### src/hdl/jbt_pkg.sv
// ----------------------------------------------------------------------------
// jbt_pkg
// shared types, codes, character constants and lookup functions of the
// json byte tokenizer
// ----------------------------------------------------------------------------
package jbt_pkg;

  // token kinds
  localparam logic [3:0] TK_LBRACE = 4'd0;
  localparam logic [3:0] TK_RBRACE = 4'd1;
  localparam logic [3:0] TK_LBRACK = 4'd2;
  localparam logic [3:0] TK_RBRACK = 4'd3;
  localparam logic [3:0] TK_COLON  = 4'd4;
  localparam logic [3:0] TK_COMMA  = 4'd5;
  localparam logic [3:0] TK_STRING = 4'd6;
  localparam logic [3:0] TK_NUMBER = 4'd7;
  localparam logic [3:0] TK_TRUE   = 4'd8;
  localparam logic [3:0] TK_NONE   = 4'd0;

  // error codes
  localparam logic [1:0] ERR_NONE     = 2'd0;
  localparam logic [1:0] ERR_UNEXP    = 2'd1;
  localparam logic [1:0] ERR_ESCAPE   = 2'd2;
  localparam logic [1:0] ERR_ESC_EOT  = 2'd3;

  // literal kinds
  localparam logic [1:0] LK_TRUE  = 2'd0;
  localparam logic [1:0] LK_FALSE = 2'd1;
  localparam logic [1:0] LK_NULL  = 2'd2;

  // characters
  localparam logic [7:0] CH_LBRACE = 8'h7B;
  localparam logic [7:0] CH_RBRACE = 8'h7D;
  localparam logic [7:0] CH_LBRACK = 8'h5B;
  localparam logic [7:0] CH_RBRACK = 8'h5D;
  localparam logic [7:0] CH_COLON  = 8'h3A;
  localparam logic [7:0] CH_COMMA  = 8'h2C;
  localparam logic [7:0] CH_QUOTE  = 8'h22;
  localparam logic [7:0] CH_BSLASH = 8'h5C;
  localparam logic [7:0] CH_SLASH  = 8'h2F;
  localparam logic [7:0] CH_MINUS  = 8'h2D;
  localparam logic [7:0] CH_POINT  = 8'h2E;
  localparam logic [7:0] CH_SPACE  = 8'h20;
  localparam logic [7:0] CH_TAB    = 8'h09;
  localparam logic [7:0] CH_CR     = 8'h0D;
  localparam logic [7:0] CH_ZERO   = 8'h30;
  localparam logic [7:0] CH_NINE   = 8'h39;
  localparam logic [7:0] CH_A      = 8'h61;
  localparam logic [7:0] CH_B      = 8'h62;
  localparam logic [7:0] CH_E      = 8'h65;
  localparam logic [7:0] CH_F      = 8'h66;
  localparam logic [7:0] CH_L      = 8'h6C;
  localparam logic [7:0] CH_N      = 8'h6E;
  localparam logic [7:0] CH_R      = 8'h72;
  localparam logic [7:0] CH_S      = 8'h73;
  localparam logic [7:0] CH_T      = 8'h74;
  localparam logic [7:0] CH_U      = 8'h75;
  localparam logic [7:0] CH_BS     = 8'h08;
  localparam logic [7:0] CH_FF     = 8'h0C;
  localparam logic [7:0] CH_LF     = 8'h0A;

  // queue between front and back
  localparam int Q_DEPTH = 4;
  localparam int Q_PTR_W = $clog2(Q_DEPTH);
  localparam int Q_CNT_W = $clog2(Q_DEPTH + 1);

  typedef enum logic [2:0] {
    M_IDLE,
    M_STR,
    M_ESC,
    M_INT,
    M_FRAC,
    M_LIT
  } jbt_mode_t;

  typedef struct packed {
    logic [3:0] token_kind;
    logic       char_valid;
    logic [7:0] char_value;
    logic       token_done;
    logic [1:0] error_code;
    logic       run_last;
  } jbt_res_t;

  // one queue entry holds every result of one byte
  typedef struct packed {
    logic     two;
    jbt_res_t res0;
    jbt_res_t res1;
  } jbt_entry_t;

  function automatic jbt_res_t mk_res(input logic [3:0] kind, input logic cv,
                                      input logic [7:0] val, input logic done,
                                      input logic [1:0] err);
    jbt_res_t r;
    r.token_kind = kind;
    r.char_valid = cv;
    r.char_value = val;
    r.token_done = done;
    r.error_code = err;
    r.run_last   = 1'b0;
    return r;
  endfunction

  function automatic jbt_res_t err_res(input logic [1:0] err);
    return mk_res(TK_NONE, 1'b0, 8'h00, 1'b0, err);
  endfunction

  function automatic logic is_digit(input logic [7:0] b);
    return b inside {[CH_ZERO:CH_NINE]};
  endfunction

  function automatic logic is_space(input logic [7:0] b);
    return b inside {CH_SPACE, [CH_TAB:CH_CR]};
  endfunction

  // {ok, decoded byte}
  function automatic logic [8:0] unescape(input logic [7:0] b);
    logic [8:0] r;
    case (b)
      CH_QUOTE:  r = {1'b1, CH_QUOTE};
      CH_BSLASH: r = {1'b1, CH_BSLASH};
      CH_SLASH:  r = {1'b1, CH_SLASH};
      CH_B:      r = {1'b1, CH_BS};
      CH_F:      r = {1'b1, CH_FF};
      CH_N:      r = {1'b1, CH_LF};
      CH_R:      r = {1'b1, CH_CR};
      CH_T:      r = {1'b1, CH_TAB};
      default:   r = 9'h000;
    endcase
    return r;
  endfunction

  function automatic logic [2:0] lit_len(input logic [1:0] kind);
    logic [2:0] n;
    case (kind)
      LK_TRUE:  n = 3'd4;
      LK_FALSE: n = 3'd5;
      LK_NULL:  n = 3'd4;
      default:  n = 3'd0;
    endcase
    return n;
  endfunction

  function automatic logic [7:0] lit_char(input logic [1:0] kind, input logic [2:0] idx);
    logic [7:0] c;
    case ({kind, idx})
      {LK_TRUE,  3'd0}: c = CH_T;
      {LK_TRUE,  3'd1}: c = CH_R;
      {LK_TRUE,  3'd2}: c = CH_U;
      {LK_TRUE,  3'd3}: c = CH_E;
      {LK_FALSE, 3'd0}: c = CH_F;
      {LK_FALSE, 3'd1}: c = CH_A;
      {LK_FALSE, 3'd2}: c = CH_L;
      {LK_FALSE, 3'd3}: c = CH_S;
      {LK_FALSE, 3'd4}: c = CH_E;
      {LK_NULL,  3'd0}: c = CH_N;
      {LK_NULL,  3'd1}: c = CH_U;
      {LK_NULL,  3'd2}: c = CH_L;
      {LK_NULL,  3'd3}: c = CH_L;
      default:          c = 8'h00;
    endcase
    return c;
  endfunction

endpackage

### src/hdl/jbt_if.sv
// ----------------------------------------------------------------------------
// jbt_if
// valid/ready channels of the tokenizer: text bytes in, token words out
// ----------------------------------------------------------------------------
interface jbt_in_if;
  logic       valid;
  logic       ready;
  logic [7:0] text_byte;
  logic       end_of_text;

  modport source (output valid, output text_byte, output end_of_text, input ready);
  modport sink (input valid, input text_byte, input end_of_text, output ready);
endinterface

interface jbt_out_if;
  logic       valid;
  logic       ready;
  logic [3:0] token_kind;
  logic       char_valid;
  logic [7:0] char_value;
  logic       token_done;
  logic [1:0] error_code;
  logic       run_last;

  modport source (output valid, output token_kind, output char_valid, output char_value,
                  output token_done, output error_code, output run_last, input ready);
  modport sink (input valid, input token_kind, input char_valid, input char_value,
                input token_done, input error_code, input run_last, output ready);
endinterface

### src/hdl/jbt_front.sv
// ----------------------------------------------------------------------------
// jbt_front
// lexer state machine: takes one byte per cycle while the queue is not full, builds its results
// ----------------------------------------------------------------------------
module jbt_front
  import jbt_pkg::*;
(
  input  logic        clk,
  input  logic        rst_n,
  jbt_in_if.sink      in_chan,
  input  logic        q_full,
  output logic        q_push,
  output jbt_entry_t  q_entry
);

  typedef struct packed {
    logic       has;
    logic       fail;
    jbt_res_t   res;
    jbt_mode_t  mode;
    logic [1:0] lkind;
  } jbt_idle_t;

  jbt_mode_t  mode_r, mode_nxt;
  logic [1:0] lkind_r, lkind_nxt;
  logic [2:0] lidx_r, lidx_nxt;
  logic       hold_r, hold_nxt;

  logic       acc;
  logic [7:0] b;
  logic       eot;
  logic [8:0] esc;
  logic       num_cont;
  logic       lit_match;
  logic       lit_fin;
  jbt_idle_t  idle_d;
  jbt_res_t   r0, r1;
  logic       has0, has1;

  // handling of a byte outside any token
  function automatic jbt_idle_t idle_decode(input logic [7:0] c, input logic last);
    jbt_idle_t d;
    d.has   = 1'b0;
    d.fail  = 1'b0;
    d.res   = err_res(ERR_NONE);
    d.mode  = M_IDLE;
    d.lkind = LK_TRUE;
    case (c)
      CH_LBRACE: begin d.has = 1'b1; d.res = mk_res(TK_LBRACE, 1'b0, 8'h00, 1'b1, ERR_NONE); end
      CH_RBRACE: begin d.has = 1'b1; d.res = mk_res(TK_RBRACE, 1'b0, 8'h00, 1'b1, ERR_NONE); end
      CH_LBRACK: begin d.has = 1'b1; d.res = mk_res(TK_LBRACK, 1'b0, 8'h00, 1'b1, ERR_NONE); end
      CH_RBRACK: begin d.has = 1'b1; d.res = mk_res(TK_RBRACK, 1'b0, 8'h00, 1'b1, ERR_NONE); end
      CH_COLON:  begin d.has = 1'b1; d.res = mk_res(TK_COLON, 1'b0, 8'h00, 1'b1, ERR_NONE); end
      CH_COMMA:  begin d.has = 1'b1; d.res = mk_res(TK_COMMA, 1'b0, 8'h00, 1'b1, ERR_NONE); end
      CH_QUOTE: begin
        d.mode = M_STR;
        // opening quote as last byte: lone string end
        d.has  = last;
        d.res  = mk_res(TK_STRING, 1'b0, 8'h00, 1'b1, ERR_NONE);
      end
      default: begin
        if (is_space(c)) begin
          d.has = 1'b0;
        end else if (is_digit(c) || c == CH_MINUS) begin
          d.mode = M_INT;
          d.has  = 1'b1;
          d.res  = mk_res(TK_NUMBER, 1'b1, c, last, ERR_NONE);
        end else if (c == CH_T || c == CH_F || c == CH_N) begin
          if (last) begin
            d.has  = 1'b1;
            d.fail = 1'b1;
            d.res  = err_res(ERR_UNEXP);
          end else begin
            d.mode  = M_LIT;
            d.lkind = (c == CH_T) ? LK_TRUE : ((c == CH_F) ? LK_FALSE : LK_NULL);
          end
        end else begin
          d.has  = 1'b1;
          d.fail = 1'b1;
          d.res  = err_res(ERR_UNEXP);
        end
      end
    endcase
    return d;
  endfunction

  assign in_chan.ready = !q_full;
  assign acc       = in_chan.valid && !q_full;
  assign b         = in_chan.text_byte;
  assign eot       = in_chan.end_of_text;
  assign esc       = unescape(b);
  assign num_cont  = is_digit(b) || (b == CH_POINT && mode_r == M_INT);
  assign lit_match = (lidx_r < lit_len(lkind_r)) && (b == lit_char(lkind_r, lidx_r));
  assign lit_fin   = (lidx_r + 3'd1) == lit_len(lkind_r);
  assign idle_d    = idle_decode(b, eot);

  // next state
  always_comb begin
    mode_nxt  = mode_r;
    lkind_nxt = lkind_r;
    lidx_nxt  = lidx_r;
    hold_nxt  = hold_r;
    if (acc) begin
      if (!hold_r) begin
        case (mode_r)
          M_STR: begin
            if (b == CH_QUOTE) begin
              mode_nxt = M_IDLE;
            end else if (b == CH_BSLASH) begin
              if (eot) hold_nxt = 1'b1;
              else     mode_nxt = M_ESC;
            end
          end
          M_ESC: begin
            if (esc[8]) mode_nxt = M_STR;
            else        hold_nxt = 1'b1;
          end
          M_INT, M_FRAC: begin
            if (num_cont) begin
              if (b == CH_POINT) mode_nxt = M_FRAC;
            end else begin
              mode_nxt  = idle_d.mode;
              lkind_nxt = idle_d.lkind;
              lidx_nxt  = 3'd1;
              hold_nxt  = idle_d.fail;
            end
          end
          M_LIT: begin
            if (lit_match) begin
              lidx_nxt = lidx_r + 3'd1;
              if (lit_fin)  mode_nxt = M_IDLE;
              else if (eot) hold_nxt = 1'b1;
            end else begin
              hold_nxt = 1'b1;
            end
          end
          default: begin
            mode_nxt  = idle_d.mode;
            lkind_nxt = idle_d.lkind;
            lidx_nxt  = 3'd1;
            hold_nxt  = idle_d.fail;
          end
        endcase
      end
      // the last byte of a document returns everything to reset
      if (eot) begin
        mode_nxt  = M_IDLE;
        lkind_nxt = LK_TRUE;
        lidx_nxt  = 3'd0;
        hold_nxt  = 1'b0;
      end
    end
  end

  // results of the current byte
  always_comb begin
    r0   = err_res(ERR_NONE);
    r1   = err_res(ERR_NONE);
    has0 = 1'b0;
    has1 = 1'b0;
    case (mode_r)
      M_STR: begin
        has0 = 1'b1;
        if (b == CH_QUOTE) begin
          r0 = mk_res(TK_STRING, 1'b0, 8'h00, 1'b1, ERR_NONE);
        end else if (b == CH_BSLASH) begin
          has0 = eot;
          r0   = err_res(ERR_ESC_EOT);
        end else begin
          r0 = mk_res(TK_STRING, 1'b1, b, eot, ERR_NONE);
        end
      end
      M_ESC: begin
        has0 = 1'b1;
        r0   = esc[8] ? mk_res(TK_STRING, 1'b1, esc[7:0], eot, ERR_NONE) : err_res(ERR_ESCAPE);
      end
      M_INT, M_FRAC: begin
        has0 = 1'b1;
        if (num_cont) begin
          r0 = mk_res(TK_NUMBER, 1'b1, b, eot, ERR_NONE);
        end else begin
          // number end, then the byte again as a fresh token start
          r0   = mk_res(TK_NUMBER, 1'b0, 8'h00, 1'b1, ERR_NONE);
          r1   = idle_d.res;
          has1 = idle_d.has;
        end
      end
      M_LIT: begin
        if (lit_match) begin
          has0 = lit_fin || eot;
          r0   = lit_fin ? mk_res(TK_TRUE + {2'b00, lkind_r}, 1'b0, 8'h00, 1'b1, ERR_NONE)
                         : err_res(ERR_UNEXP);
        end else begin
          has0 = 1'b1;
          r0   = err_res(ERR_UNEXP);
        end
      end
      default: begin
        has0 = idle_d.has;
        r0   = idle_d.res;
      end
    endcase
    if (has1) r1.run_last = 1'b1;
    else      r0.run_last = 1'b1;
  end

  assign q_push       = acc && !hold_r && has0;
  assign q_entry.two  = has1;
  assign q_entry.res0 = r0;
  assign q_entry.res1 = r1;

  always_ff @(posedge clk) begin
    if (!rst_n) begin
      mode_r  <= M_IDLE;
      lkind_r <= LK_TRUE;
      lidx_r  <= 3'd0;
      hold_r  <= 1'b0;
    end else begin
      mode_r  <= mode_nxt;
      lkind_r <= lkind_nxt;
      lidx_r  <= lidx_nxt;
      hold_r  <= hold_nxt;
    end
  end

endmodule

### src/hdl/jbt_queue.sv
// ----------------------------------------------------------------------------
// jbt_queue
// short fifo of per-byte result entries between front and back
// ----------------------------------------------------------------------------
module jbt_queue
  import jbt_pkg::*;
(
  input  logic       clk,
  input  logic       rst_n,
  input  logic       push,
  input  jbt_entry_t wr_entry,
  input  logic       pop,
  output jbt_entry_t head,
  output logic       full,
  output logic       empty
);

  jbt_entry_t         mem_r [Q_DEPTH];
  logic [Q_PTR_W-1:0] wr_ptr_r, wr_ptr_nxt;
  logic [Q_PTR_W-1:0] rd_ptr_r, rd_ptr_nxt;
  logic [Q_CNT_W-1:0] cnt_r, cnt_nxt;

  assign full  = cnt_r == Q_CNT_W'(Q_DEPTH);
  assign empty = cnt_r == '0;
  assign head  = mem_r[rd_ptr_r];

  always_comb begin
    wr_ptr_nxt = wr_ptr_r;
    rd_ptr_nxt = rd_ptr_r;
    cnt_nxt    = cnt_r;
    if (push) begin
      wr_ptr_nxt = (wr_ptr_r == Q_PTR_W'(Q_DEPTH - 1)) ? '0 : wr_ptr_r + 1'b1;
    end
    if (pop) begin
      rd_ptr_nxt = (rd_ptr_r == Q_PTR_W'(Q_DEPTH - 1)) ? '0 : rd_ptr_r + 1'b1;
    end
    case ({push, pop})
      2'b10:   cnt_nxt = cnt_r + 1'b1;
      2'b01:   cnt_nxt = cnt_r - 1'b1;
      default: cnt_nxt = cnt_r;
    endcase
  end

  always_ff @(posedge clk) begin
    if (push) mem_r[wr_ptr_r] <= wr_entry;
  end

  always_ff @(posedge clk) begin
    if (!rst_n) begin
      wr_ptr_r <= '0;
      rd_ptr_r <= '0;
      cnt_r    <= '0;
    end else begin
      wr_ptr_r <= wr_ptr_nxt;
      rd_ptr_r <= rd_ptr_nxt;
      cnt_r    <= cnt_nxt;
    end
  end

endmodule

### src/hdl/jbt_back.sv
// ----------------------------------------------------------------------------
// jbt_back
// unpacks queue entries into single words and holds the output register
// ----------------------------------------------------------------------------
module jbt_back
  import jbt_pkg::*;
(
  input  logic        clk,
  input  logic        rst_n,
  input  jbt_entry_t  head,
  input  logic        empty,
  output logic        pop,
  jbt_out_if.source   out_chan
);

  logic     out_valid_r, out_valid_nxt;
  jbt_res_t out_res_r, out_res_nxt;
  logic     sel_r, sel_nxt;
  logic     load;

  // output register may take a new word when empty or being drained
  assign load = !out_valid_r || out_chan.ready;

  always_comb begin
    out_valid_nxt = out_valid_r;
    out_res_nxt   = out_res_r;
    sel_nxt       = sel_r;
    pop           = 1'b0;
    if (load) begin
      out_valid_nxt = !empty;
      if (!empty) begin
        out_res_nxt = sel_r ? head.res1 : head.res0;
        pop         = sel_r || !head.two;
        sel_nxt     = !(sel_r || !head.two);
      end
    end
  end

  always_ff @(posedge clk) begin
    out_res_r <= out_res_nxt;
  end

  always_ff @(posedge clk) begin
    if (!rst_n) begin
      out_valid_r <= 1'b0;
      sel_r       <= 1'b0;
    end else begin
      out_valid_r <= out_valid_nxt;
      sel_r       <= sel_nxt;
    end
  end

  assign out_chan.valid      = out_valid_r;
  assign out_chan.token_kind = out_res_r.token_kind;
  assign out_chan.char_valid = out_res_r.char_valid;
  assign out_chan.char_value = out_res_r.char_value;
  assign out_chan.token_done = out_res_r.token_done;
  assign out_chan.error_code = out_res_r.error_code;
  assign out_chan.run_last   = out_res_r.run_last;

endmodule

### src/hdl/json_byte_tokenizer.sv
// ----------------------------------------------------------------------------
// json_byte_tokenizer
// streaming json lexer: one text byte in, zero to two token words out
// ----------------------------------------------------------------------------
// usage
// - in_chan carries text_byte and end_of_text; a byte is taken on a clock
//   edge with valid and ready high. end_of_text marks the final byte of a
//   document and returns the lexer to its start state after that byte
// - out_chan carries one token word per handshake; run_last flags the last
//   word that one input byte produced
// - a byte's results are written into the queue first; each word then
//   enters the output register, from which it leaves on a handshake
// - throughput: one byte per cycle while the queue has room; the output
//   register drains one word per cycle while out_chan is ready, and a
//   byte may yield two words (a number end, then the token that ended it)
// - a four-entry queue of per-byte results sits between the lexer state
//   machine and the output register; when out_chan stalls, input keeps
//   flowing until the queue fills, then in_chan.ready drops
// - after an error word, bytes are dropped until the byte marked last
// - synchronous active-low reset empties the queue and the output register
// ----------------------------------------------------------------------------
module json_byte_tokenizer
  import jbt_pkg::*;
(
  input  logic      clk,
  input  logic      rst_n,
  jbt_in_if.sink    in_chan,
  jbt_out_if.source out_chan
);

  // front to queue
  logic       q_push;
  jbt_entry_t q_entry;
  logic       q_full;
  // queue to back
  jbt_entry_t q_head;
  logic       q_empty;
  logic       q_pop;

  // lexer: classification, mode/literal/error state, result building
  jbt_front u_front (
    .clk     (clk),
    .rst_n   (rst_n),
    .in_chan (in_chan),
    .q_full  (q_full),
    .q_push  (q_push),
    .q_entry (q_entry)
  );

  // decoupling fifo, one entry per byte with results
  jbt_queue u_queue (
    .clk      (clk),
    .rst_n    (rst_n),
    .push     (q_push),
    .wr_entry (q_entry),
    .pop      (q_pop),
    .head     (q_head),
    .full     (q_full),
    .empty    (q_empty)
  );

  // serializer and output register
  jbt_back u_back (
    .clk      (clk),
    .rst_n    (rst_n),
    .head     (q_head),
    .empty    (q_empty),
    .pop      (q_pop),
    .out_chan (out_chan)
  );

  // the front only writes into free queue space
  a_no_overflow: assert property (@(posedge clk) disable iff (!rst_n)
    q_push |-> !q_full)
    else $error("queue written while full");

  // the back only pops an entry that is present
  a_no_underflow: assert property (@(posedge clk) disable iff (!rst_n)
    q_pop |-> !q_empty)
    else $error("queue popped while empty");

  // an error word is always the final word of its byte and carries no token
  a_err_final: assert property (@(posedge clk) disable iff (!rst_n)
    (out_chan.valid && out_chan.error_code != ERR_NONE) |->
      (out_chan.run_last && !out_chan.token_done && !out_chan.char_valid))
    else $error("malformed error word");

  // a word without content carries a zero content byte
  a_char_zero: assert property (@(posedge clk) disable iff (!rst_n)
    (out_chan.valid && !out_chan.char_valid) |-> (out_chan.char_value == 8'h00))
    else $error("content byte set without char_valid");

endmodule
### src/flat_wrapper.sv
// flat-port wrapper written by rule: the top's interface ports become plain ports
module json_byte_tokenizer_flat import jbt_pkg::*;
  (clk, rst_n, in_chan_valid, in_chan_text_byte, in_chan_end_of_text, in_chan_ready, out_chan_valid, out_chan_token_kind, out_chan_char_valid, out_chan_char_value, out_chan_token_done, out_chan_error_code, out_chan_run_last, out_chan_ready);
  jbt_in_if in_chan_i ();
  jbt_out_if out_chan_i ();
  input  logic clk;
  input  logic rst_n;
  input wire logic [$bits(in_chan_i.valid)-1:0] in_chan_valid;
  input wire logic [$bits(in_chan_i.text_byte)-1:0] in_chan_text_byte;
  input wire logic [$bits(in_chan_i.end_of_text)-1:0] in_chan_end_of_text;
  output wire logic [$bits(in_chan_i.ready)-1:0] in_chan_ready;
  output wire logic [$bits(out_chan_i.valid)-1:0] out_chan_valid;
  output wire logic [$bits(out_chan_i.token_kind)-1:0] out_chan_token_kind;
  output wire logic [$bits(out_chan_i.char_valid)-1:0] out_chan_char_valid;
  output wire logic [$bits(out_chan_i.char_value)-1:0] out_chan_char_value;
  output wire logic [$bits(out_chan_i.token_done)-1:0] out_chan_token_done;
  output wire logic [$bits(out_chan_i.error_code)-1:0] out_chan_error_code;
  output wire logic [$bits(out_chan_i.run_last)-1:0] out_chan_run_last;
  input wire logic [$bits(out_chan_i.ready)-1:0] out_chan_ready;
  assign in_chan_i.valid = in_chan_valid;
  assign in_chan_i.text_byte = in_chan_text_byte;
  assign in_chan_i.end_of_text = in_chan_end_of_text;
  assign in_chan_ready = in_chan_i.ready;
  assign out_chan_valid = out_chan_i.valid;
  assign out_chan_token_kind = out_chan_i.token_kind;
  assign out_chan_char_valid = out_chan_i.char_valid;
  assign out_chan_char_value = out_chan_i.char_value;
  assign out_chan_token_done = out_chan_i.token_done;
  assign out_chan_error_code = out_chan_i.error_code;
  assign out_chan_run_last = out_chan_i.run_last;
  assign out_chan_i.ready = out_chan_ready;
  json_byte_tokenizer u_core (.clk(clk), .rst_n(rst_n), .in_chan(in_chan_i), .out_chan(out_chan_i));
endmodule
### config.mk
export PLATFORM = sky130hd
export DESIGN_NAME = json_byte_tokenizer_flat
export DESIGN_NICKNAME = d
export VERILOG_FILES = /design/src/hdl/jbt_pkg.sv /design/src/hdl/jbt_if.sv /design/src/hdl/jbt_front.sv /design/src/hdl/jbt_queue.sv /design/src/hdl/jbt_back.sv /design/src/hdl/json_byte_tokenizer.sv /design/src/flat_wrapper.sv
export SDC_FILE = /design/constraint.sdc
export NUM_CORES = 1
export LEC_CHECK = 0
export ABC_CLOCK_PERIOD_IN_PS = 9900
export BUFFER_PORTS_ARGS = -buffer_cell sky130_fd_sc_hd__buf_2
export CAP_MARGIN = 5
export CORE_ASPECT_RATIO = 0.6
export CORE_MARGIN = 8
export CORE_UTILIZATION = 55
export CTS_CLUSTER_SIZE = 12
export DETAILED_ROUTE_END_ITERATION = 16
export PLACE_DENSITY = 0.72
export SLEW_MARGIN = 20
export SYNTH_ARGS = -nofsm -noshare
export SYNTH_HDL_FRONTEND = slang
export SYNTH_HIERARCHICAL = 1
export SYNTH_SLANG_ARGS = --single-unit
export TNS_END_PERCENT = 1
### constraint.sdc
create_clock -name clk -period 9.9 [get_ports clk]
set_input_delay 0 -clock clk [delete_from_list [all_inputs] [get_ports clk]]
set_output_delay 0 -clock clk [all_outputs]
set_load 0.05 [all_outputs]
Yosys cells after proc, flatten, opt, wreduce, memory -nomap -nowiden:

Memories as Yosys holds them, arrays and structs flattened. A register that Yosys moved wholly into a read port is not among the register bits.
Index checks and enable logic that the tools add are counted.

* register bits: 35
* latch bits: 0
* memory bits (writable): 140
* bits in read-only memories: 224
* bits of input ports: 13
* output and inout port bits: 19
* logic and storage cells: 175
* memories: 2

* add/subtract/negate cells: 6
* $mul: 0
* div/mod/pow operators: 0
* order comparisons: 5
* equality and inequality tests: 40
* shift-type cells: 0
* multiplexer cells: 71
* bitwise gates (word level): 1
* reduce and logical (&&, ||, !) cells: 35

Memory list
* (no name shown): words 32, bits a word 7, rd ports 1, clocked after Yosys merged registers in 0, write ports 0, RTL line jbt_pkg.sv:147 `case ({kind, idx})`
* u_core.u_queue.mem_r: words 4, bits a word 35, rd ports 1, clocked after Yosys merged registers in 1, write ports 1, RTL line jbt_queue.sv:18 `jbt_entry_t mem_r [Q_DEPTH];`

Operators by type and width (number)
* case mux 17 bit (7 select lines): 1
* two-way mux 17 bit: 5
* equality test 8 x 7 -> 1 bit, second input constant: 10
* case mux 9 bit (8 select lines): 1
* case mux 17 bit (4 select lines): 1
* equality test 8 x 6 -> 1 bit, second input constant: 7
* two-way mux 16 bit: 3
* two-way mux 3 bit: 13
* two-way mux 19 bit: 2
* two-way mux 23 bit: 1
* two-way mux 2 bit: 11
* two-way mux 1 bit: 20
* two-way mux 20 bit: 1
* case mux 3 bit (2 select lines): 3
* two-way mux 13 bit: 1
* inequality test 3 bit, second input constant: 4
* case mux 3 bit (4 select lines): 1
* two-way mux 5 bit: 2
* equality test 3 bit, second input constant: 3
* case mux 3 bit (3 select lines): 1
* equality test 2 bit, second input constant: 4
* equality test 8 bit: 1
* greater-or-equal comparator 8 x 4 -> 1 bit, second input constant: 1
* greater-or-equal comparator 8 x 6 -> 1 bit, second input constant: 1
* 33 further kinds: 60

Longest topological paths before layout:

Gate-level depths: netlist (run 1).

* depth after elaboration: 12
* gate-level depth with buffers: 17
* gate-level depth less buffers: 16

Hierarchy:

The synthesis (run 1) kept the hierarchy.

By module, submodules not included
* jbt_queue: times used 1, cells each 230, area an instance 5566.6 um2, seq. area each 4384.2 um2
* jbt_front: times used 1, cells each 287, area an instance 1891.8 um2, seq. area each 180.2 um2
* jbt_back: times used 1, cells each 47, area an instance 859.6 um2, seq. area each 550.5 um2

Worst setup path before layout (run 1):

No wires, ideal clock.

* path kind: register to register
* start: reg u_core.u_front.lidx_r[0]
* end: reg u_core.u_queue.cnt_r[2]
* setup time: 0.076 ns
* data arrival time: 3.203 ns
* path slack: 6.621 ns
* stages on the path, launching flop included: 17
* buffers on the path: 0
* cell sequence: dfxtp_1 inv_1 ha_1 nand2_1 nor3_1 a311oi_1 xnor2_1 nand4_1 nand2_1 a21oi_1 inv_1 ha_1 inv_1 fa_1 xor2_1 or3_1 a21boi_0

* cells in the longest elaborated chain, start to end: 8
* elaborated cells between the ends (all ways): 14

Ends and longest elaborated chain
* from (decl): RTL line jbt_front.sv:26 `logic [2:0] lidx_r, lidx_nxt;`
* from (signal assigned): RTL line jbt_front.sv:221 `lidx_r <= lidx_nxt;`
* memory (32 x 7 bit) / adder 3 x 1 -> 3 bit (equally long branches)
* equality test 8 bit / equality test 3 bit (equally long branches): RTL line jbt_front.sv:93, jbt_front.sv:94
* logical AND 1 bit / logical OR 1 bit (equally long branches): RTL line jbt_front.sv:93, jbt_front.sv:190
* two-way mux 1 bit (*): RTL line jbt_front.sv:189 `if (lit_match) begin`
* case mux 1 bit (3 select lines) (*): RTL line jbt_front.sv:161 `case (mode_r)`
* logical AND 1 bit (*): RTL line jbt_front.sv:207 `assign q_push = acc && !hold_r && has0;`
* via u_core.q_push: RTL line json_byte_tokenizer.sv:32 `logic q_push;`
* equality test 2 x 1 -> 1 bit / equality test 2 bit (equally long branches): RTL line jbt_queue.sv:37 `case ({push, pop})`
* case mux 3 bit (2 select lines) / nonzero test 2 bit (equally long branches)
* to (signal assigned): RTL line jbt_queue.sv:56 `cnt_r <= cnt_nxt;`
* to (decl): RTL line jbt_queue.sv:21 `logic [Q_CNT_W-1:0] cnt_r, cnt_nxt;`

The timed path passes the listed nets; every way through them passes the cells marked *.
A chain may end at the register's enable or synchronous reset.

Final worst setup path (run 1):

Ends and elaborated chain as after synthesis.

==> reports/metrics.yaml, run 1 <==
outcome:
  status: "completed"
clocking:
  clock-sinks: 177
  cts_tree: "done"
  cts-root-buf: "clkbuf_16"
  clk_latency_ns: 0.43
  htreeDepth: 4
  cts_made_buffers: 17
  path_clk_slew_ns: 0.07
  postCtsSetupBuffers: 0
  cts_buffer_depth: 2
sta:
  fmax_mhz: 260
  tns_ns: 0
  setup_violations: 0
  finalHoldViolations: 0
  relSlewSlack_pct: 42.5
  worstMarginPinSlew_ns: 0.853
  slew_violations: 0
  fin_crit_sh_pct: 38.9
  period_minus_slack_ns: 3.85
  rsz0062_at_grt: "no"
  fin_skew_ns: 0.0156
yosys:
  synth.distinct_cells: 66
  synth_area_per_cell_um2: 14.7
  synth_edf_count: 157
  ys_warn_count: 6
  synth_seq_area_share_pct: 61.5
  postSynth.asyncResetShare_pct: 0
  syn_area_um2: 8320
  ys_ff_latch: 177
  synthCells: 564
  synth_flop_cell: "edfxtp_1"
drt:
  drcViolationCount: 0
  vias: 4951
  wirelength_mm: 17.6
  drt-initial-drc-count: 512
  avgViaCountPerCell: 6.14
  wl_per_cell_um: 21.8
  drtPass1Iterations: 4
  final_antenna_net_count: 0
power:
  p_per_area_nw_per_um2: 250
  peakVddDrop_mv: 0.219
  power.static_leakage_nw: 3.14
critical_path:
  rrSetupSlack_ns: 6.05
  critPathSlowestCell: "dfxtp_1"
  crit_fanout: 8
  max_stage_delay_ns: 0.47
  critPathTopFamily: "simple AND/OR/NAND/NOR gates"
  path_cells: "inv_1 -> ha_1 -> nand2_1 -> nor3_1 -> a311oi_1 -> xnor2_1 -> nand4_1 -> nand2_1 -> a21oi_1 -> inv_1 -> ha_1 -> inv_1 -> fa_1 -> xor2_1 -> or3_1 -> a21boi_0"
  cp-end-kind: "register"
  path_buf_inv: 3
  cp_common_cell: "inv_1"
  arrival_ns: 4.20
  crit_type: "register to register"
  startpoint_type: "register"
  cp.required_ns: 10.25
floorplanning:
  rows: 34
  dieArea_um2: 19400
  ios: 32
  coreArea_um2: 14600
  die_h_um: 111
  dieWidth_um: 175
  start_util_pct: 56.8
layout:
  syn_to_final_growth_pct: 10.5
  drive_above_1_share_pct: 21.3
  stdcell_count: 807
  fin_nets: 625
  n_antenna_cell: 0
grt:
  grt_pass1_vias: 4923
  grt_pass1_wl_mm: 27.8
  grt_overflow: 0
  grtUsageTotal_pct: 18.5
  grt_max_degree: 36
  grt_antenna_before_repair: 0
place:
  dp.cells: 772
  hpwl_mm: 11.5
  numPortBuffers: 31
  gp_congestion: 0.924
job:
  drv_cap: 0
worst_hold_path:
  hp-class: "input port to register"
## repair_timing
action / CTS / global route
hold buffers: 3 / 0
gates resized for setup: 0 / 0
endpoints found under the hold margin: 14 / 0
## sequential cells by signal (all words and copies together) (netlist names), 2 cells and up, named ones only
| signal | count |
|---|---|
| u_core/u_back/out_chan.char_value | 8 |
| u_core/u_back/out_chan.error_code | 2 |
| u_core/u_back/out_chan.token_kind | 4 |
| u_core/u_front/lidx_r | 3 |
| u_core/u_front/lkind_r | 2 |
| u_core/u_front/mode_r | 3 |
| u_core/u_queue/cnt_r | 3 |
| u_core/u_queue/mem_r | 140 |
| u_core/u_queue/rd_ptr_r | 2 |
| u_core/u_queue/wr_ptr_r | 2 |
## cell usage in the layout, fill, tap and decap left out, types with 10 or more instances in the layout
| master | count |
|---|---|
| a21oi_1 | 10 |
| buf_2 | 31 |
| clkbuf_16 | 20 |
| dfxtp_1 | 19 |
| edfxtp_1 | 157 |
| ha_1 | 15 |
| inv_1 | 17 |
| mux2i_1 | 12 |
| mux4_2 | 30 |
| nand2_1 | 29 |
| nand2b_1 | 15 |
| nor2_1 | 33 |
| nor2b_1 | 18 |
| nor3_1 | 11 |
| o21ai_0 | 28 |
## final timing paths
path	startpoint	to	cells after the start
setup / recovery	u_core/u_front/lidx_r[0]	u_core/u_queue/cnt_r[2]	16
hold / removal	in_chan_text_byte[2]	u_core/u_front/lkind_r[0]	3
setup reg to reg	u_core/u_front/lidx_r[0]	u_core/u_queue/cnt_r[2]	16
hold reg to reg	u_core/u_queue/cnt_r[2]	u_core/u_queue/cnt_r[2]	2
## stage by stage
step,area [um^2],util [%],hold slack [ns],setup slack (ns),power (mW)
global route,9190,62.8,0.0623,5.66,2.40
global placement,8560,58.5,0.342,6.25,1.63
CTS,9190,62.8,0.0448,6.09,2.32
detailed placement,8560,58.5,0.360,6.11,1.64
finish,9190,62.8,0.0785,6.05,2.30
floorplan,8340,-,0.118,6.62,1.52
## metal layers
| layer | share of wire, % | vias to the layer above | track usage [%] |
|---|---|---|---|
| li1 | - | 2233 | - |
| met1 | 48 | 2537 | 26.9 |
| met2 | 44 | 177 | 26.9 |
| met3 | 7.4 | 4 | 5.85 |
| met4 | 0.23 | 0 | 3.99 |
| met5 | 0 | - | 0 |
## cell usage after synthesis, types with 7 or more instances
library cell	n	area [um^2]
a21oi_1	10	50.1
and2_1	9	56.3
buf_2	10	50.1
buf_4	8	60.1
clkbuf_1	9	33.8
dfxtp_1	20	400
edfxtp_1	157	4710
ha_1	15	188
inv_1	17	63.8
mux2_2	9	101
mux2_4	9	135
mux2i_1	12	120
mux4_2	30	676
nand2_1	29	109
nand2b_1	15	93.8
nand4_1	7	43.8
nor2_1	34	128
nor2b_1	18	113
nor3_1	11	55.1
o21ai_0	28	140
## final cells by class
class / count / area (um^2)
flip-flops and latches: 177 / 5120
multi-input cells: 340 / 2910
fillers: 1103 / 5440
repair buffers: 43 / 253
well taps: 198 / 248
clock inverters: 9 / 81.3
clock buffers: 23 / 522
inverters: 17 / 63.8
## power by group
group | internal (mW) | switching, mW
logic | 0.245 | 0.400
registers | 0.951 | 0.0326
clock network | 0.381 | 0.288
total | 1.58 | 0.721
## worst reg2reg max path, cell delays in order (launching register included)
cell	delay, ns
dfxtp_1	0.47
inv_1	0.16
ha_1	0.29
nand2_1	0.11
nor3_1	0.05
a311oi_1	0.34
xnor2_1	0.18
nand4_1	0.36
nand2_1	0.22
a21oi_1	0.18
inv_1	0.12
ha_1	0.19
inv_1	0.07
fa_1	0.43
xor2_1	0.16
or3_1	0.31
a21boi_0	0.15
## logic make-up (layout without fill, tap and decap cells)
| group | count (synthesis) | after routing | share of synthesized area (%) |
|---|---|---|---|
| xor gates and xnor gates | 8 | 8 | 0.842 |
| AOI/OAI and AO/OA | 79 | 79 | 6.38 |
| DFF | 177 | 177 | 61.5 |
| adders and majority gates | 16 | 16 | 2.50 |
| other | 1 | 6 | 0.0451 |
| and+or+nand+nor | 166 | 166 | 10.9 |
| muxes | 65 | 65 | 14.0 |
| buffers and inverters | 52 | 92 | 3.84 |
No activity file was read; power rests on OpenSTA's default activity.
==> run 2: changes to the inputs <==
- ABC_AREA: not set -> 1
- ABC_CLOCK_PERIOD_IN_PS: 9900 -> 3600
- clock period: 9.9 -> 3.6 ns (I/O delays scaled with it)
==> run 2 against run 1 <==
Compared with the run above:
- final area is 2.0% higher
- largest power group unchanged
- critical path type unchanged
- clock power rose to 2.7 times the previous value
- routed wire length up 9.1%
- non-clock buffer count is the same
- register-to-register slack lost 5.7 ns
- sequential power rose to 2.8 times the previous value
- via count rose by 26%
- setup slack worse by 5.7 ns
==> reports/metrics.yaml, run 2 <==
sta:
  fin_ws_ns: 0.320
  relSlewSlack_pct: 43.4
  setup_violations: 0
  tns_ns: 0
  slew_violations: 0
  rsz0062_at_grt: "no"
  fin_skew_ns: 0.0107
  worstMarginPinSlew_ns: 0.848
  finalHoldViolations: 0
  period_minus_slack_ns: 3.28
  fmax_mhz: 305
  fin_crit_sh_pct: 91.1
critical_path:
  path_buf_inv: 7
  arrival_ns: 3.61
  regToRegEndpoint: "u_core/u_queue/cnt_r[2]"
  rrSetupSlack_ns: 0.32
  startpoint_type: "register"
  cp-end-kind: "register"
  path_cells: "inv_2 -> nand2_1 -> inv_1 -> ha_1 -> inv_1 -> o211ai_1 -> nor2_1 -> a2111oi_0 -> a21oi_1 -> inv_1 -> ha_1 -> inv_1 -> fa_1 -> inv_1 -> nand2_1 -> nand3_1 -> nand2_1 -> inv_1 -> nor2_1"
  max_stage_delay_ns: 0.53
  crit_fanout: 9
  cp.required_ns: 3.93
  r2r_cells: 19
  critPathTopFamily: "adder cells"
  r2r_start: "u_core/u_front/lkind_r[1]"
  critPathSlowestCell: "dfxtp_1"
  crit_type: "register to register"
  cp_common_cell: "inv_1"
drt:
  final_antenna_net_count: 0
  drtPass1Iterations: 5
  drt-initial-drc-count: 593
  wl_per_cell_um: 17.7
  wirelength_mm: 19.2
  drcViolationCount: 0
  vias: 6230
  avgViaCountPerCell: 5.74
layout:
  fillers: 1251
  syn_to_final_growth_pct: 10.6
  fin_area_um2: 9380
  seq_area_um2: 5120
  multi_input_area_um2: 2830
  drive_above_1_share_pct: 15.5
  final_common_cell: "edfxtp_1"
  fin_nets: 899
  final_cell_mix: "edfxtp_1, nand2_1, nor2_1"
  largest_register_ffs: 140
  utilization_pct: 61.7
  n_antenna_cell: 0
  top_register: "u_core/u_queue/mem_r"
yosys:
  ys_ff_latch: 177
  syn_area_um2: 8480
  synth.distinct_cells: 44
  synthMostInstantiatedCell: "edfxtp_1"
  synthCells: 839
  synth_top_area_cell: "edfxtp_1"
  synthTopCellsByArea: "edfxtp_1, nand2_1, nor2_1"
  synth_common_cells: "edfxtp_1, nand2_1, nor2_1"
  ys_warn_count: 6
  yosysTopAreaCellShare_pct: 55.6
  synth_area_per_cell_um2: 10.1
  synth_edf_count: 157
  postSynth.asyncResetShare_pct: 0
  synth_seq_area_share_pct: 60.3
  synth_flop_cell: "edfxtp_1"
job:
  drv_cap: 0
grt:
  grt_busiest_layer: "met2"
  met2_usage_pct: 28.6
  grt_overflow: 0
  grt_antenna_before_repair: 0
  grt_pass1_wl_mm: 30.8
  grt_pass1_vias: 5829
  use_met3_pct: 5.46
  grtUsageTotal_pct: 19.7
  grt_max_degree: 71
  met1_usage_pct: 28.4
power:
  total_power_mw: 6.69
  peakVddDrop_mv: 0.954
  power.static_leakage_nw: 3.69
  p_per_area_nw_per_um2: 713
worst_hold_path:
  hp-class: "input port to register"
  hold-path-endpoint: "u_core/u_queue/mem_r[0][28]"
  hold_path_depth: 3
  min_from: "in_chan_text_byte[7]"
floorplanning:
  dieArea_um2: 19800
  rows: 35
  start_util_pct: 55.8
  dieWidth_um: 176
  die_h_um: 112
  coreArea_um2: 15200
  ios: 32
clocking:
  path_clk_slew_ns: 0.07
  ctsResizeCount: 0
  cts_buffer_depth: 2
  htreeDepth: 4
  cts-root-buf: "clkbuf_16"
  clk_latency_ns: 0.43
  cts_tree: "done"
  clock-sinks: 177
  cts_made_buffers: 17
outcome:
  status: "completed"
place:
  hpwl_mm: 12.4
  post-place-ws_ns: 0.348
  post_dp_cell_area_um2: 8760
  numPortBuffers: 31
  gp_congestion: 0.933
run 2: cell count changes after synthesis, sizes merged, moves of 11 or more:
cell / previous run / this run
nand2: 29 / 172
nor2: 34 / 132
o21ai: 30 / 91
inv: 17 / 73
o22ai: 0 / 39
mux4: 35 / 0
nand3: 6 / 40
mux2: 18 / 0
nor2b: 18 / 0
nand2b: 15 / 0
a21oi: 11 / 23
mux2i: 12 / 0
buf: 25 / 36
run 2: kinds of logic after synthesis:
family	Yosys count	synth area share, %
other	1	0.0442
AO/OA/AOI/OAI	164	10.9
AND/OR/NAND/NOR	372	19.7
flip-flops	177	60.3
adder cells (fa/ha/maj)	16	2.45
buffers and inverters	109	6.52
run 2: repair_timing:
item | in CTS | in global routing
setup buffers | 0 | 0
hold buffers | 3 | 0
endpoints found under the hold margin | 13 | 0
run 2: layout make-up:
type,count,share of cell area [%]
inverter,73,3.03
timing repair buffer,43,3.23
multi-input combinational,558,30.2
clock inverter,15,1.80
sequential,177,54.5
clock buffer,17,4.53
tap,203,2.71
run 2: worst reg2reg max path, cell delays in order, from the launching register on:
cell,delay [ns]
dfxtp_1,0.53
inv_2,0.11
nand2_1,0.11
inv_1,0.05
ha_1,0.26
inv_1,0.04
o211ai_1,0.23
nor2_1,0.09
a2111oi_0,0.32
a21oi_1,0.24
inv_1,0.18
ha_1,0.19
inv_1,0.07
fa_1,0.44
inv_1,0.07
nand2_1,0.06
nand3_1,0.06
nand2_1,0.05
inv_1,0.05
nor2_1,0.04
run 2: where the power goes:
part           switching [mW]  leakage (nW)  internal, mW  total, mW
clock                   0.877         0.286         0.931       1.81
combinational            1.58          1.79         0.559       2.14
sequential              0.116          1.61          2.62       2.74
total                    2.58          3.69          4.11       6.69
run 2: how the worst max path moves through the flow:
stage | start | endpoint | slack [ns] | cells after the start
2_1_floorplan | u_core/u_front/lidx_r[2] | u_core/u_queue/cnt_r[2] | 0.67 | 16
3_3_place_gp | u_core/u_front/lidx_r[0] | u_core/u_queue/cnt_r[2] | 0.40 | 16
3_5_place_dp | u_core/u_front/lidx_r[0] | u_core/u_queue/cnt_r[2] | 0.35 | 16
4_1_cts | u_core/u_front/lidx_r[0] | u_core/u_queue/cnt_r[2] | 0.34 | 16
5_1_grt | u_core/u_front/lidx_r[0] | u_core/u_queue/cnt_r[2] | 0.02 | 16
6_report | u_core/u_front/lkind_r[1] | u_core/u_queue/cnt_r[2] | 0.32 | 19
run 2: per-stage QoR:
step | std cells | hold WS (ns)
2_1_floorplan | 844 | 0.121
5_1_grt | 1086 | 0.0348
6_report | 1086 | 0.0223
4_1_cts | 1086 | 0.000557
3_3_place_gp | 1051 | 0.350
3_5_place_dp | 1051 | 0.346
run 2: per-layer routing:
| layer | vias up | part of all wire (%) |
|---|---|---|
| li1 | 2972 | - |
| met1 | 2946 | 47 |
| met2 | 291 | 43 |
| met3 | 21 | 9.0 |
| met4 | 0 | 0.76 |
| met5 | - | 0 |
==> run 3: changes to the inputs <==
- ABC_AREA: 1 -> not set
==> run 3 against run 2 <==
Compared with the run above:
- final cell count fell by 25%
- clock power barely moved
- combinational power fell by 15%
- global-route usage is 0.90 points lower
- sequential cell count did not move
- sequential power is 1% lower
- first-iteration DRC count rose by 2.2%
- register-to-register slack lost 0.10 ns
- non-clock buffer count is 6 higher
- clock skew increased by 0.0084 ns
- via count shrank 21%
- maximum frequency down 2.9%
- critical path type unchanged
- highest routed layer unchanged
==> reports/metrics.yaml, run 3 (synthesized netlist as in run 1, its figures left out) <==
outcome:
  status: "completed"
power:
  p_seq_share_pct: 42.7
  peakVddDrop_mv: 0.593
  p_sw_share_pct: 32.2
  total_power_mw: 6.33
  intPower_mw: 4.29
  switchingPower_mw: 2.04
  power_frac_comb_pct: 28.6
  power.static_leakage_nw: 3.17
  pwr-share-clk_pct: 28.7
  p_per_area_nw_per_um2: 680
clocking:
  cts_buffer_depth: 2
  clk_latency_ns: 0.43
  cts_tree: "done"
  htreeDepth: 4
  clock-sinks: 177
  cts-root-buf: "clkbuf_16"
  postCtsSetupBuffers: 0
  cts_made_buffers: 17
  path_clk_slew_ns: 0.07
critical_path:
  crit_fanout: 10
  r2r_start: "u_core/u_front/lkind_r[0]"
  cp.required_ns: 3.96
  startpoint_type: "register"
  cp-endpoint: "u_core/u_queue/cnt_r[2]"
  crit_type: "register to register"
  regToRegEndpoint: "u_core/u_queue/cnt_r[2]"
  arrival_ns: 3.74
  rrSetupSlack_ns: 0.22
  startpoint: "u_core/u_front/lkind_r[0]"
  r2r_cells: 15
  cp-end-kind: "register"
layout:
  final_cell_mix: "edfxtp_1, nor2_1, buf_2"
  largest_register_ffs: 140
  fin_nets: 631
  final_common_cell: "edfxtp_1"
  n_antenna_cell: 0
  fin_area_um2: 9310
  top_register: "u_core/u_queue/mem_r"
  syn_to_final_growth_pct: 11.9
  stdcell_count: 813
  drive_above_1_share_pct: 23.9
  utilization_pct: 63.6
grt:
  grt_antenna_before_repair: 0
  grt_max_degree: 36
  met2_usage_pct: 27.0
  grt_pass1_wl_mm: 28.0
  grt_overflow: 0
  grt_pass1_vias: 4896
  grtUsageTotal_pct: 18.8
  use_met3_pct: 6.02
  grt_busiest_layer: "met1"
  met1_usage_pct: 27.3
sta:
  tns_ns: 0
  slew_violations: 0
  period_minus_slack_ns: 3.38
  worstMarginPinSlew_ns: 0.716
  hold_ws_ns: 0.0679
  fmax_mhz: 296
  fin_crit_sh_pct: 93.9
  finalHoldViolations: 0
  fin_skew_ns: 0.0191
  setup_violations: 0
  relSlewSlack_pct: 51.7
  fin_ws_ns: 0.220
floorplanning:
  coreArea_um2: 14600
  start_util_pct: 56.8
  die_h_um: 111
  dieWidth_um: 175
  rows: 34
  dieArea_um2: 19400
  ios: 32
drt:
  wl_per_cell_um: 22.2
  drtPass1Iterations: 5
  final_antenna_net_count: 0
  drt-initial-drc-count: 606
  wirelength_mm: 18.0
  avgViaCountPerCell: 6.04
  vias: 4914
  drcViolationCount: 0
job:
  drv_cap: 0
place:
  numPortBuffers: 31
  dp.cells: 778
  hpwl_mm: 11.9
  post_dp_cell_area_um2: 8650
  gp_congestion: 0.924
  post-place-ws_ns: 0.0969
worst_hold_path:
  hp-class: "input port to register"
## run 3: cell count changes in the layout (fill, tap and decap cells not counted), sizes merged, moves of 35 or more
cell | before | now
o22ai | 39 | 0
mux4 | 0 | 35
nor2 | 132 | 34
inv | 79 | 21
nand2 | 172 | 29
o21ai | 91 | 30
## run 3: critical path, cell delays in order, from the launching register on
cell       delay (ns)
dfxtp_2          0.38
and2_1           0.22
ha_1             0.20
a2111oi_2        0.31
and3_1           0.21
o21a_1           0.15
nand4_1          0.19
nand2_1          0.14
a21oi_1          0.10
inv_1            0.10
ha_1             0.18
inv_1            0.07
fa_1             0.44
xor2_1           0.17
or3_1            0.30
a21boi_0         0.15
## run 3: power by group through the flow
| stage | logic, mW | clock network (mW) | registers (mW) |
|---|---|---|---|
| global route | 1.94 | 1.95 | 2.73 |
| global placement | 1.76 | 0 | 2.73 |
| floorplan | 1.08 | 0 | 3.10 |
| CTS | 1.83 | 1.87 | 2.70 |
| finish | 1.81 | 1.82 | 2.70 |
| detailed placement | 1.81 | 0 | 2.75 |
## run 3: final cells by class
| cell class | count | area [um^2] |
|---|---|---|
| Timing Repair Buffer | 49 | 348 |
| Tap cell | 198 | 248 |
| Fill cell | 1081 | 5320 |
| Multi-Input combinational cell | 340 | 2930 |
| Sequential cell | 177 | 5120 |
| Clock buffer | 17 | 425 |
| Inverter | 17 | 63.8 |
| Clock inverter | 15 | 174 |
## run 3: layer usage
| metal | up-vias | part of all wire [%] |
|---|---|---|
| li1 | 2246 | - |
| met1 | 2493 | 48 |
| met2 | 163 | 44 |
| met3 | 12 | 7.5 |
| met4 | 0 | 0.43 |
| met5 | - | 0 |
## run 3: worst min-delay path by stage
stage,startpoint,to,slack (ns),cells past startpoint
2_1_floorplan,rst_n,u_core/u_front/lkind_r[1],0.12,1
3_3_place_gp,out_chan_ready,u_core/u_back/out_chan.valid,0.35,3
3_5_place_dp,out_chan_ready,u_core/u_back/out_chan.valid,0.38,3
4_1_cts,in_chan_text_byte[2],u_core/u_front/lkind_r[0],0.03,3
5_1_grt,in_chan_text_byte[2],u_core/u_front/lkind_r[0],0.06,3
6_report,in_chan_text_byte[2],u_core/u_front/lkind_r[0],0.07,3
## run 3: timing repair
action	CTS	global route
resized for setup	0	12
endpoints found under the setup margin	0	1
hold endpoints to repair	16	0
hold buffers	3	0
